`src/hdl/cfba_pkg.sv`:
```
`timescale 1ns / 1ps
// ----------------------------------------------------------------------------
// Chained free block allocator package
// Field widths, status and action codes, payload types and sequencer states.
// ----------------------------------------------------------------------------
package cfba_pkg;

    localparam int BLK_W  = 10;
    localparam int FS_W   = 11;
    localparam int STAT_W = 2;

    // Block numbers are 10 bits wide, so no more spill slots are reachable.
    localparam int BLOCK_LIMIT = 1 << BLK_W;

    localparam logic [FS_W-1:0] FS_SIZE_RESET = 11'd1024;

    localparam logic [STAT_W-1:0] STATUS_OK    = 2'd0;
    localparam logic [STAT_W-1:0] STATUS_EMPTY = 2'd1;
    localparam logic [STAT_W-1:0] STATUS_RANGE = 2'd2;

    localparam logic ACT_ALLOC   = 1'b0;
    localparam logic ACT_RELEASE = 1'b1;

    typedef struct packed {
        logic             action;
        logic [BLK_W-1:0] block_id;
    } in_item_t;

    typedef struct packed {
        logic [STAT_W-1:0] status;
        logic [BLK_W-1:0]  granted_block;
    } out_item_t;

    typedef enum logic [2:0] {
        S_IDLE,
        S_EXEC,
        S_SPILL,
        S_RELOAD,
        S_HOLD
    } state_t;

endpackage

```
`src/hdl/cfba_ctrl.sv`:
```
`timescale 1ns / 1ps
// ----------------------------------------------------------------------------
// Allocator sequencer
// Runs one request at a time, drives both RAMs and copies the cache to or
// from a spill slot one entry per cycle through a shared address adder.
// ----------------------------------------------------------------------------
module cfba_ctrl #(
    parameter int CACHE_DEPTH = 100,
    parameter int NUM_BLOCKS  = 1024,
    localparam int CW          = $clog2(CACHE_DEPTH + 1),
    localparam int CIW         = $clog2(CACHE_DEPTH),
    localparam int SPILL_BLKS  = (NUM_BLOCKS < cfba_pkg::BLOCK_LIMIT) ?
                                 NUM_BLOCKS : cfba_pkg::BLOCK_LIMIT,
    localparam int SAW         = $clog2(SPILL_BLKS * CACHE_DEPTH)
) (
    input  logic                          clk,
    input  logic                          rst_n,
    input  logic [cfba_pkg::FS_W-1:0]     fs_size,
    input  logic                          in_valid,
    output logic                          in_ready,
    input  cfba_pkg::in_item_t            in_data,
    output logic                          out_valid,
    input  logic                          out_ready,
    output cfba_pkg::out_item_t           out_data,
    // cache RAM, entries 1 and up (entry 0 is the link register)
    output logic                          cache_we,
    output logic [CIW-1:0]                cache_waddr,
    output logic [cfba_pkg::BLK_W-1:0]    cache_wdata,
    output logic                          cache_re,
    output logic [CIW-1:0]                cache_raddr,
    input  logic [cfba_pkg::BLK_W-1:0]    cache_rdata,
    // spill RAM
    output logic                          spill_we,
    output logic                          spill_re,
    output logic [SAW-1:0]                spill_addr,
    output logic [cfba_pkg::BLK_W-1:0]    spill_wdata,
    input  logic [cfba_pkg::BLK_W-1:0]    spill_rdata
);

    localparam logic [CW-1:0] DEPTH_C = CW'(CACHE_DEPTH);
    localparam logic [CW-1:0] ONE_C   = CW'(1);

    cfba_pkg::state_t             state_reg, state_next;
    logic [CW-1:0]                count_reg, count_next;
    logic [cfba_pkg::BLK_W-1:0]   link_reg, link_next;
    logic                         act_reg, act_next;
    logic [cfba_pkg::BLK_W-1:0]   blk_reg, blk_next;
    logic [CW-1:0]                idx_reg, idx_next;
    logic [SAW-1:0]               base_reg, base_next;
    cfba_pkg::out_item_t          pend_reg, pend_next;
    logic                         out_valid_reg, out_valid_next;
    cfba_pkg::out_item_t          out_data_reg, out_data_next;

    logic [CW-1:0]                off;
    logic [SAW-1:0]               addr_sum;
    logic [cfba_pkg::BLK_W-1:0]   top_val;
    logic                         range_bad;
    logic                         fin;
    cfba_pkg::out_item_t          res;

    // Shared address unit: spill slot base plus the entry offset. During a
    // spill each write trails its cache read, landing in the cycle after it.
    always_comb
    begin
        off      = (state_reg == cfba_pkg::S_SPILL) ? (idx_reg - ONE_C) : idx_reg;
        addr_sum = base_reg + SAW'(off);
    end

    assign spill_addr = addr_sum;
    assign top_val    = (count_reg == ONE_C) ? link_reg : cache_rdata;
    assign range_bad  = ({1'b0, blk_reg} >= fs_size) || (32'(blk_reg) >= NUM_BLOCKS);

    always_ff @(posedge clk or negedge rst_n)
    begin
        if (!rst_n)
        begin
            state_reg     <= cfba_pkg::S_IDLE;
            count_reg     <= ONE_C;
            link_reg      <= '0;
            out_valid_reg <= 1'b0;
        end
        else
        begin
            state_reg     <= state_next;
            count_reg     <= count_next;
            link_reg      <= link_next;
            out_valid_reg <= out_valid_next;
        end
    end

    always_ff @(posedge clk)
    begin
        act_reg      <= act_next;
        blk_reg      <= blk_next;
        idx_reg      <= idx_next;
        base_reg     <= base_next;
        pend_reg     <= pend_next;
        out_data_reg <= out_data_next;
    end

    always_comb
    begin
        state_next     = state_reg;
        count_next     = count_reg;
        link_next      = link_reg;
        act_next       = act_reg;
        blk_next       = blk_reg;
        idx_next       = idx_reg;
        base_next      = base_reg;
        pend_next      = pend_reg;
        out_valid_next = out_valid_reg && !out_ready;
        out_data_next  = out_data_reg;
        in_ready       = 1'b0;
        fin            = 1'b0;
        res            = '0;
        cache_we       = 1'b0;
        cache_waddr    = CIW'(count_reg);
        cache_wdata    = blk_reg;
        cache_re       = 1'b0;
        cache_raddr    = CIW'(idx_reg);
        spill_we       = 1'b0;
        spill_re       = 1'b0;
        spill_wdata    = (idx_reg == ONE_C) ? link_reg : cache_rdata;

        case (state_reg)
            cfba_pkg::S_IDLE:
            begin
                in_ready    = 1'b1;
                // Fetch the top entry ahead of an allocation.
                cache_raddr = CIW'(count_reg - ONE_C);
                cache_re    = (count_reg != '0) && (count_reg <= DEPTH_C);
                if (in_valid)
                begin
                    act_next   = in_data.action;
                    blk_next   = in_data.block_id;
                    state_next = cfba_pkg::S_EXEC;
                end
            end

            cfba_pkg::S_EXEC:
            begin
                if (act_reg == cfba_pkg::ACT_RELEASE)
                begin
                    if (range_bad)
                    begin
                        res.status = cfba_pkg::STATUS_RANGE;
                        fin        = 1'b1;
                    end
                    else if (count_reg >= DEPTH_C)
                    begin
                        idx_next   = '0;
                        base_next  = SAW'(32'(blk_reg) * CACHE_DEPTH);
                        state_next = cfba_pkg::S_SPILL;
                    end
                    else
                    begin
                        if (count_reg == '0)
                        begin
                            link_next = blk_reg;
                        end
                        else
                        begin
                            cache_we = 1'b1;
                        end
                        count_next = count_reg + ONE_C;
                        res.status = cfba_pkg::STATUS_OK;
                        fin        = 1'b1;
                    end
                end
                else
                begin
                    if ((count_reg == '0) || (count_reg > DEPTH_C) || (top_val == '0))
                    begin
                        res.status = cfba_pkg::STATUS_EMPTY;
                        fin        = 1'b1;
                    end
                    else if (count_reg == ONE_C)
                    begin
                        // The link block is handed out and, if it has a spill slot, its slot refills the cache.
                        if (32'(top_val) >= NUM_BLOCKS)
                        begin
                            count_next        = '0;
                            res.status        = cfba_pkg::STATUS_OK;
                            res.granted_block = top_val;
                            fin               = 1'b1;
                        end
                        else
                        begin
                            idx_next                = '0;
                            base_next               = SAW'(32'(top_val) * CACHE_DEPTH);
                            pend_next.status        = cfba_pkg::STATUS_OK;
                            pend_next.granted_block = top_val;
                            state_next              = cfba_pkg::S_RELOAD;
                        end
                    end
                    else
                    begin
                        count_next        = count_reg - ONE_C;
                        res.status        = cfba_pkg::STATUS_OK;
                        res.granted_block = top_val;
                        fin               = 1'b1;
                    end
                end
            end

            cfba_pkg::S_SPILL:
            begin
                cache_raddr = CIW'(idx_reg);
                cache_re    = (idx_reg < DEPTH_C);
                spill_we    = (idx_reg != '0);
                idx_next    = idx_reg + ONE_C;
                if (idx_reg == DEPTH_C)
                begin
                    link_next  = blk_reg;
                    count_next = ONE_C;
                    res.status = cfba_pkg::STATUS_OK;
                    fin        = 1'b1;
                end
            end

            cfba_pkg::S_RELOAD:
            begin
                spill_re    = (idx_reg < DEPTH_C);
                cache_waddr = CIW'(idx_reg - ONE_C);
                cache_wdata = spill_rdata;
                if (idx_reg == ONE_C)
                begin
                    link_next = spill_rdata;
                end
                else if (idx_reg != '0)
                begin
                    cache_we = 1'b1;
                end
                idx_next = idx_reg + ONE_C;
                if (idx_reg == DEPTH_C)
                begin
                    count_next = DEPTH_C;
                    res        = pend_reg;
                    fin        = 1'b1;
                end
            end

            cfba_pkg::S_HOLD:
            begin
                res = pend_reg;
                fin = 1'b1;
            end

            default:
            begin
                state_next = cfba_pkg::S_IDLE;
            end
        endcase

        // A finished result goes to the output register once it is free.
        if (fin)
        begin
            if (!out_valid_reg || out_ready)
            begin
                out_valid_next = 1'b1;
                out_data_next  = res;
                state_next     = cfba_pkg::S_IDLE;
            end
            else
            begin
                pend_next  = res;
                state_next = cfba_pkg::S_HOLD;
            end
        end
    end

    assign out_valid = out_valid_reg;
    assign out_data  = out_data_reg;

endmodule

```
`config.mk`:
```
export PLATFORM = sky130hd
export DESIGN_NAME = cfba_ctrl
export DESIGN_NICKNAME = d
export VERILOG_FILES = /design/src/hdl/cfba_pkg.sv /design/src/hdl/cfba_ctrl.sv
export SDC_FILE = /design/constraint.sdc
export NUM_CORES = 1
export LEC_CHECK = 0
export ABC_AREA = 1
export BUFFER_PORTS_ARGS = -buffer_cell sky130_fd_sc_hd__buf_4
export CORE_UTILIZATION = 30
export DETAILED_ROUTE_END_ITERATION = 10
export PLACE_DENSITY = 0.54
export SLEW_MARGIN = 10
export SYNTH_ARGS = -nofsm -noshare
export SYNTH_HDL_FRONTEND = slang
export SYNTH_SLANG_ARGS = --single-unit
```
`constraint.sdc`:
```
create_clock -name clk -period 5.5 [get_ports clk]
set_input_delay 0 -clock clk [delete_from_list [all_inputs] [get_ports clk]]
set_output_delay 0 -clock clk [all_outputs]
set_load 0.01 [all_outputs]
```
======== After elaboration in Yosys (flattened, before gate mapping) ========
Cells that the tools add are included.
W data, S select, Z words.
word-level totals
  flip-flop bits (word level) ............. 80
  input bits .............................. 46
  output and inout port bits .............. 69
  logic and storage cells ................. 153
operators by class
  $add $sub $neg .......................... 5
  multipliers ............................. 2
  magnitude comparators ................... 5
  eq/ne operators ......................... 29
  muxes and demuxes ....................... 76
  reductions and logical operators ........ 24
operator list
  cell                     count
  $mux W10                 12
  $mux W7                  15
  $mux W17                 5
  $mux W12                 7
  $pmux W10 S3             2
  $mul A10 B5 Y15 const B  2
  $mux W3                  8
  $ne A3 B3 Y1 const B     7
  $pmux W7 S3              1
  $mux W1                  18
  $add A17 B7 Y17          1
  $ne A2 B2 Y1 const B     8
  $ne A4 B4 Y1 const B     4
  $add A7 B1 Y7 const B    2
  $eq A7 B1 Y1 const B     2
  $pmux W7 S2              1
  $reduce_and A7 Y1        2
  $reduce_bool A7 Y1       2
  $sub A7 B1 Y7 const B    2
  $ge A10 B11 Y1           1
  $logic_not A10 Y1        1
  $reduce_and A5 Y1        2
  $pmux W3 S3              1
  $eq A7 B7 Y1 const B     1
  23 further kinds         34

======== Longest topological paths before layout ========
  depth in word-level cells ............... 9
  gate-level depth with buffers ........... 25
  mapped depth without buffers ............ 25

======== Least setup slack after synthesis ========
No wires, ideal clock.
  kind .................................... register to register
  from .................................... register count_reg[0]
  to ...................................... register base_reg[14] (data pin)
  setup time .............................. 260 ps
  arrival ................................. 3583 ps
  data required time ...................... 5240 ps
  setup slack ............................. 1657 ps
  stages on the path, launching flop included .. 24
  buffers on the path ..................... 0
  clock period less this slack ............ 3843 ps
  cells stage by stage .................... dfstp_2 > ha_1 > inv_1 > nor2_4 > nand3_4 > nand2_1 > nand2_1 > inv_1 > ha_1 > ha_1 > inv_1 > fa_1 > inv_1 > ha_1 > a21oi_1 > nand2_1 > nand2_1 > nand2_1 > a21oi_1 > nor2_1 > o21ai_0 > nand2_1 > nor2_1 > o21ai_0
between the ends
  word-level cells in the longest chain between the ends .. 6
RTL lines
  element                 line              text
  start, declared         cfba_ctrl.sv:44   logic [CW-1:0] count_reg, count_next;
  start signal, assigned  cfba_ctrl.sv:85   count_reg <= count_next;
  $eq A7 B1 Y1            cfba_ctrl.sv:70   assign top_val = (count_reg == ONE_C) ? link_reg : cache_rdata;
  $mux W10                cfba_ctrl.sv:70
  $mul A10 B5 Y15         cfba_ctrl.sv:190  base_next = SAW'(32'(top_val) * CACHE_DEPTH);
  $mux W17                cfba_ctrl.sv:177  else if (count_reg == ONE_C)
  $mux W17                cfba_ctrl.sv:172  if ((count_reg == '0) || (count_reg > DEPTH_C) || (top_val == '0))
  $mux W17                cfba_ctrl.sv:142  if (act_reg == cfba_pkg::ACT_RELEASE)
  end signal, assigned    cfba_ctrl.sv:96   base_reg <= base_next;
  end, declared           cfba_ctrl.sv:49   logic [SAW-1:0] base_reg, base_next;
No other way between the ends. The select of a mux whose other input is x is not followed.
A chain may end at the register's enable or synchronous reset.

======== Final worst setup path ========
  from .................................... register state_reg[2]
  to ...................................... output port spill_addr[16]
between the ends
  word-level cells in the longest chain between the ends .. 3
RTL lines
  element                 line             text
  start, declared         cfba_ctrl.sv:43  cfba_pkg::state_t state_reg, state_next;
  start signal, assigned  cfba_ctrl.sv:77  state_reg <= cfba_pkg::S_IDLE;
  start signal, assigned  cfba_ctrl.sv:84  state_reg <= state_next;
  $eq A3 B2 Y1            cfba_ctrl.sv:65  off = (state_reg == cfba_pkg::S_SPILL) ? (idx_reg - ONE_C) : idx_reg;
  $mux W7                 cfba_ctrl.sv:65
  $add A17 B7 Y17         cfba_ctrl.sv:66  addr_sum = base_reg + SAW'(off);
  end, declared           cfba_ctrl.sv:35  output logic [SAW-1:0] spill_addr,
No other way between the ends.

==> summary by stage <==
CTS
The CTS tree is built. The H-tree generated during clock tree synthesis spans 3 levels. The cell at the root of the clock tree is sky130_fd_sc_hd__clkbuf_16. Post-CTS timing repair inserted 0 buffers for setup.

The clock-pin transition on the worst setup and hold timing paths is roughly 0.07 ns. The insertion delay of the later-clocked pin in the worst-skew pair is 0.35 ns. The total clock buffers created by CTS is 9. The clock drives 78 sinks.

The maximum count of clock buffers along a single path is 2.

Critical path
Among cell families on the critical path, the largest total delay comes from simple AND/OR/NAND/NOR gates. The required time of the critical path is approximately 5.5 ns. The largest individual stage delay along the critical path comes from the cell sky130_fd_sc_hd__nor2_1. In this run the worst path has a maximum fanout of 11. The worst setup path is captured at a primary output. The biggest cell delay along the critical path is 0.61 ns. The setup path with the least slack is of type reg -> out. For the worst setup path, the data arrival time is 4.46 ns. The critical path contains buffers and inverters numbering 3 combined.

The worst setup path is launched from a register. In this design, the critical path's most frequently occurring cell is sky130_fd_sc_hd__nand2_1. The critical path goes through inv_1, nand2_1, nor2_1, inv_1, o21ai_0, fa_1, nand3_1, nand2_1, nand2_1, a21oi_1, nand3_1, nor2_1, nand2_1, nor2_1, nand3_1, xnor2_1, buf_4.

Placed design
The port buffer count is 114. In this run the cell area measured after placement is 8240 um^2. The placer's final routability congestion estimate is 0.902. The worst slack at placement is 1.21 ns. The total half-perimeter wirelength after legalization and detailed placement is 16700 um.

Timing
Setup repair after global routing left no endpoint under its margin. The largest clock skew in the final design is 0.0122 ns. The final count of negative-setup-slack endpoints is 0. The minimum clock period after layout is 4.46 ns. The max-slew headroom at the worst pin is 33.8%.

The portion of the clock cycle consumed by the worst path in the final layout is 81.1%. For the final routed database, the setup TNS stands at 0 ns. The final worst setup slack is slightly above 1 ns. The number of hold-slack violations in the final timing report is 0. The max-slew violation count is 0.

The timing-limited maximum frequency is 224 MHz. At the pin with the least slew margin, the transition time is 0.989 ns.

Yosys
The number of enable-type register cells in the synthesized netlist is 45. Yosys attributes the largest share of cell area to sky130_fd_sc_hd__edfxtp_1, sky130_fd_sc_hd__ha_1, sky130_fd_sc_hd__nand2_1. Among all cell types in the netlist, the one instantiated most often is sky130_fd_sc_hd__nand2_1. The warning count from the yosys run is 0.

The number of nets produced by synthesis is 1091. Yosys mapped the design onto 46 distinct sky130hd cell types. After synthesis, flip-flops and latches occupy 30.0% of the total area.

Among all flip-flop cells after synthesis, the most frequent one is sky130_fd_sc_hd__edfxtp_1. Counting flops and latches in the post-synthesis netlist gives 78. By count the netlist is led by sky130_fd_sc_hd__nand2_1, sky130_fd_sc_hd__inv_1, sky130_fd_sc_hd__o21ai_0, sky130_fd_sc_hd__ha_1, sky130_fd_sc_hd__a21oi_1. In the synthesized netlist the async set-or-reset flop fraction comes to a little over a quarter.

The mapped netlist covers approximately 7000 um^2. The cell count after synthesis is 942. The share of synthesized area in the top cell type comes to 19.2%.

The mean cell area of the mapped netlist is 7.49 um^2. sky130_fd_sc_hd__edfxtp_1 takes more of the synthesized area than any other cell.

Floorplan
The die span in x is 155 um. The initial utilization of the core area, before any placement, comes to 30.9%. Measured along the y axis, the die boundary spans roughly 160 um.

The die covers ~24000 um^2. The total number of placement rows is between 50 and 60. The area of the core is 22800 um^2.

The number of placed I/O pins is 115.

Power and ir drop
IR analysis of the VDD net gives a maximum drop of 0.212 mV. The static leakage power is ~0.0044 uW. In this run the power density over the cells is approximately 630 nW/um^2.

Drt
The detailed router finished its first iteration with between 300 and 400 violations. The detailed route wirelength on metal2 is 10100 um. The first detailed-routing pass took 5 iterations.

The detailed router placed 6439 vias in this run. For this block, wires on met1 add up to approximately 9800 um. The final antenna-violating net count is 0. The total wire length is 20900 um.

The length of routed met3 wiring is 759 um. The post-detailed-route DRC marker count is 0. Using the TritonRoute via totals, the vias-per-cell ratio works out to 4.66. After detailed routing, no signal wire sits above met4. After detailed routing, the average wire length per cell comes to 15.1 um.

GRT
The aggregate global routing overflow is 0. Entering global routing, the biggest net connects 29 pins. The via count of the first global-routing pass is 6431. The initial antenna violation count is 0. The total routing resource utilization after global routing is 18.0%. The first-pass GRT wire length is 33700 um.

Finish
After filler insertion, the fill cell instance count of the layout stands at 2426. The number of antenna diodes in the final layout is 0. The core utilization of the finished layout is around two fifths. Of the cells placed in the final design, the portion with a size suffix greater than 1 is 15.7%. The final net count is 1213. The register with the most flip-flops in the layout has 15 of them.

The area growth from synthesis to layout is 23.3%. After routing the design area is 8700 um^2.

Status
The run finished with clean final reports.

Worst hold path
In this run the worst hold path is classified as in -> reg.

Job
The max capacitance violation total is 0.
worst register-to-register path, cell delays in order (launching register included):
cell and delay [ns]:
sky130_fd_sc_hd__dfstp_2 0.57, sky130_fd_sc_hd__ha_1 0.15, sky130_fd_sc_hd__inv_1 0.06, sky130_fd_sc_hd__nor2_4 0.17, sky130_fd_sc_hd__nand3_4 0.24, sky130_fd_sc_hd__nand2_1 0.16, sky130_fd_sc_hd__nand2_1 0.10, sky130_fd_sc_hd__inv_1 0.09
sky130_fd_sc_hd__ha_1 0.23, sky130_fd_sc_hd__ha_1 0.27, sky130_fd_sc_hd__inv_1 0.05, sky130_fd_sc_hd__fa_1 0.50, sky130_fd_sc_hd__inv_1 0.04, sky130_fd_sc_hd__ha_1 0.37, sky130_fd_sc_hd__a21oi_1 0.22, sky130_fd_sc_hd__nand2_1 0.09
sky130_fd_sc_hd__nand2_1 0.08, sky130_fd_sc_hd__nand2_1 0.05, sky130_fd_sc_hd__a21oi_1 0.19, sky130_fd_sc_hd__nor2_1 0.06, sky130_fd_sc_hd__o21ai_0 0.14, sky130_fd_sc_hd__nand2_1 0.08, sky130_fd_sc_hd__nand2_1 0.06, sky130_fd_sc_hd__nand2_1 0.05
sky130_fd_sc_hd__o21ai_0 0.19
repair_timing:
item	CTS	global route
endpoints found under the hold margin	34	0
hold buffers	14	0
resized for setup	0	0
per-layer routing:
| layer | up-vias | track usage (%) |
|---|---|---|
| met1 | 2954 | 23.8 |
| met5 | - | 0 |
| met4 | 0 | 4.25 |
| met3 | 11 | 2.65 |
| met2 | 135 | 30.9 |
| li1 | 3339 | - |
final timing paths:
path	startpoint	end	slack, ns	cells past startpoint
worst max-delay path	state_reg[2]$_DFFE_PN0P_	spill_addr[16]	1.04	17
worst min-delay path	spill_rdata[8]	link_reg[8]$_DFFE_PN0P_	0.04	5
worst max register to register	count_reg[0]$_DFFE_PN1P_	base_reg[14]$_DFFE_PP_	1.15	24
worst min register to register	pend_reg[10]$_DFF_P_	pend_reg[10]$_DFF_P_	0.54	4
max in group asynchronous	rst_n	count_reg[0]$_DFFE_PN1P_	5.11	2
min in group asynchronous	rst_n	count_reg[3]$_DFFE_PN0P_	0.09	2
per-stage QoR:
step	power, uW	std cells	hold WS, ns
3_3_place_gp	4830	1352	-0.0711
4_1_cts	5490	1382	0.0290
5_1_grt	6050	1382	0.0681
2_1_floorplan	3570	942	-0.296
6_report	5450	1382	0.0395
3_5_place_dp	4820	1352	-0.0677
logic make-up after synthesis:
| logic type | after synthesis | synth area share (%) |
|---|---|---|
| AO/OA/AOI/OAI | 173 | 13.1 |
| XOR/XNOR | 31 | 3.85 |
| adder cells (fa/ha/maj) | 103 | 19.4 |
| buffers and inverters | 164 | 9.03 |
| flip-flops | 78 | 30.0 |
| AND/OR/NAND/NOR | 393 | 24.5 |
layout by cell type, fill, tap and decap left out, types with 2 or more instances in the layout:
cell type / count
sky130_fd_sc_hd__inv_2: 4
sky130_fd_sc_hd__nor2_2: 2
sky130_fd_sc_hd__o21ai_2: 5
sky130_fd_sc_hd__fa_1: 11
sky130_fd_sc_hd__dlygate4sd3_1: 14
sky130_fd_sc_hd__dfxtp_1: 12
sky130_fd_sc_hd__a31oi_1: 4
sky130_fd_sc_hd__nor2_1: 53
sky130_fd_sc_hd__o2111ai_1: 2
sky130_fd_sc_hd__a21oi_1: 55
sky130_fd_sc_hd__xnor2_1: 8
sky130_fd_sc_hd__xor2_1: 23
sky130_fd_sc_hd__o21bai_1: 3
sky130_fd_sc_hd__clkbuf_16: 11
sky130_fd_sc_hd__or2_2: 2
sky130_fd_sc_hd__nand4_1: 16
sky130_fd_sc_hd__nor2_8: 3
sky130_fd_sc_hd__o21ai_0: 95
sky130_fd_sc_hd__nand2_2: 4
sky130_fd_sc_hd__nand2_1: 254
sky130_fd_sc_hd__o22ai_1: 2
sky130_fd_sc_hd__buf_4: 120
sky130_fd_sc_hd__nor3_1: 9
sky130_fd_sc_hd__nor2_4: 3
sky130_fd_sc_hd__nand3_1: 36
sky130_fd_sc_hd__nand2_4: 4
sky130_fd_sc_hd__nor3_2: 2
sky130_fd_sc_hd__dfrtp_1: 20
sky130_fd_sc_hd__inv_1: 136
sky130_fd_sc_hd__edfxtp_1: 45
sky130_fd_sc_hd__ha_1: 92
power breakdown:
part           switching [uW]  internal (uW)
registers                 185            922
clock network             251            379
logic                    2290           1430
total                    2730           2730
area by class of cell:
type                       instances  area [um^2]  area share (%)
multi-input combinational        700         4300            49.4
timing repair buffer             134         1040            12.0
inverter                         141          529            6.08
clock buffer                      13          297            3.41
sequential                        78         2120            24.4
tap                              313          392            4.50
clock inverter                     3         21.3           0.245
(Power assumes the default switching activity.)
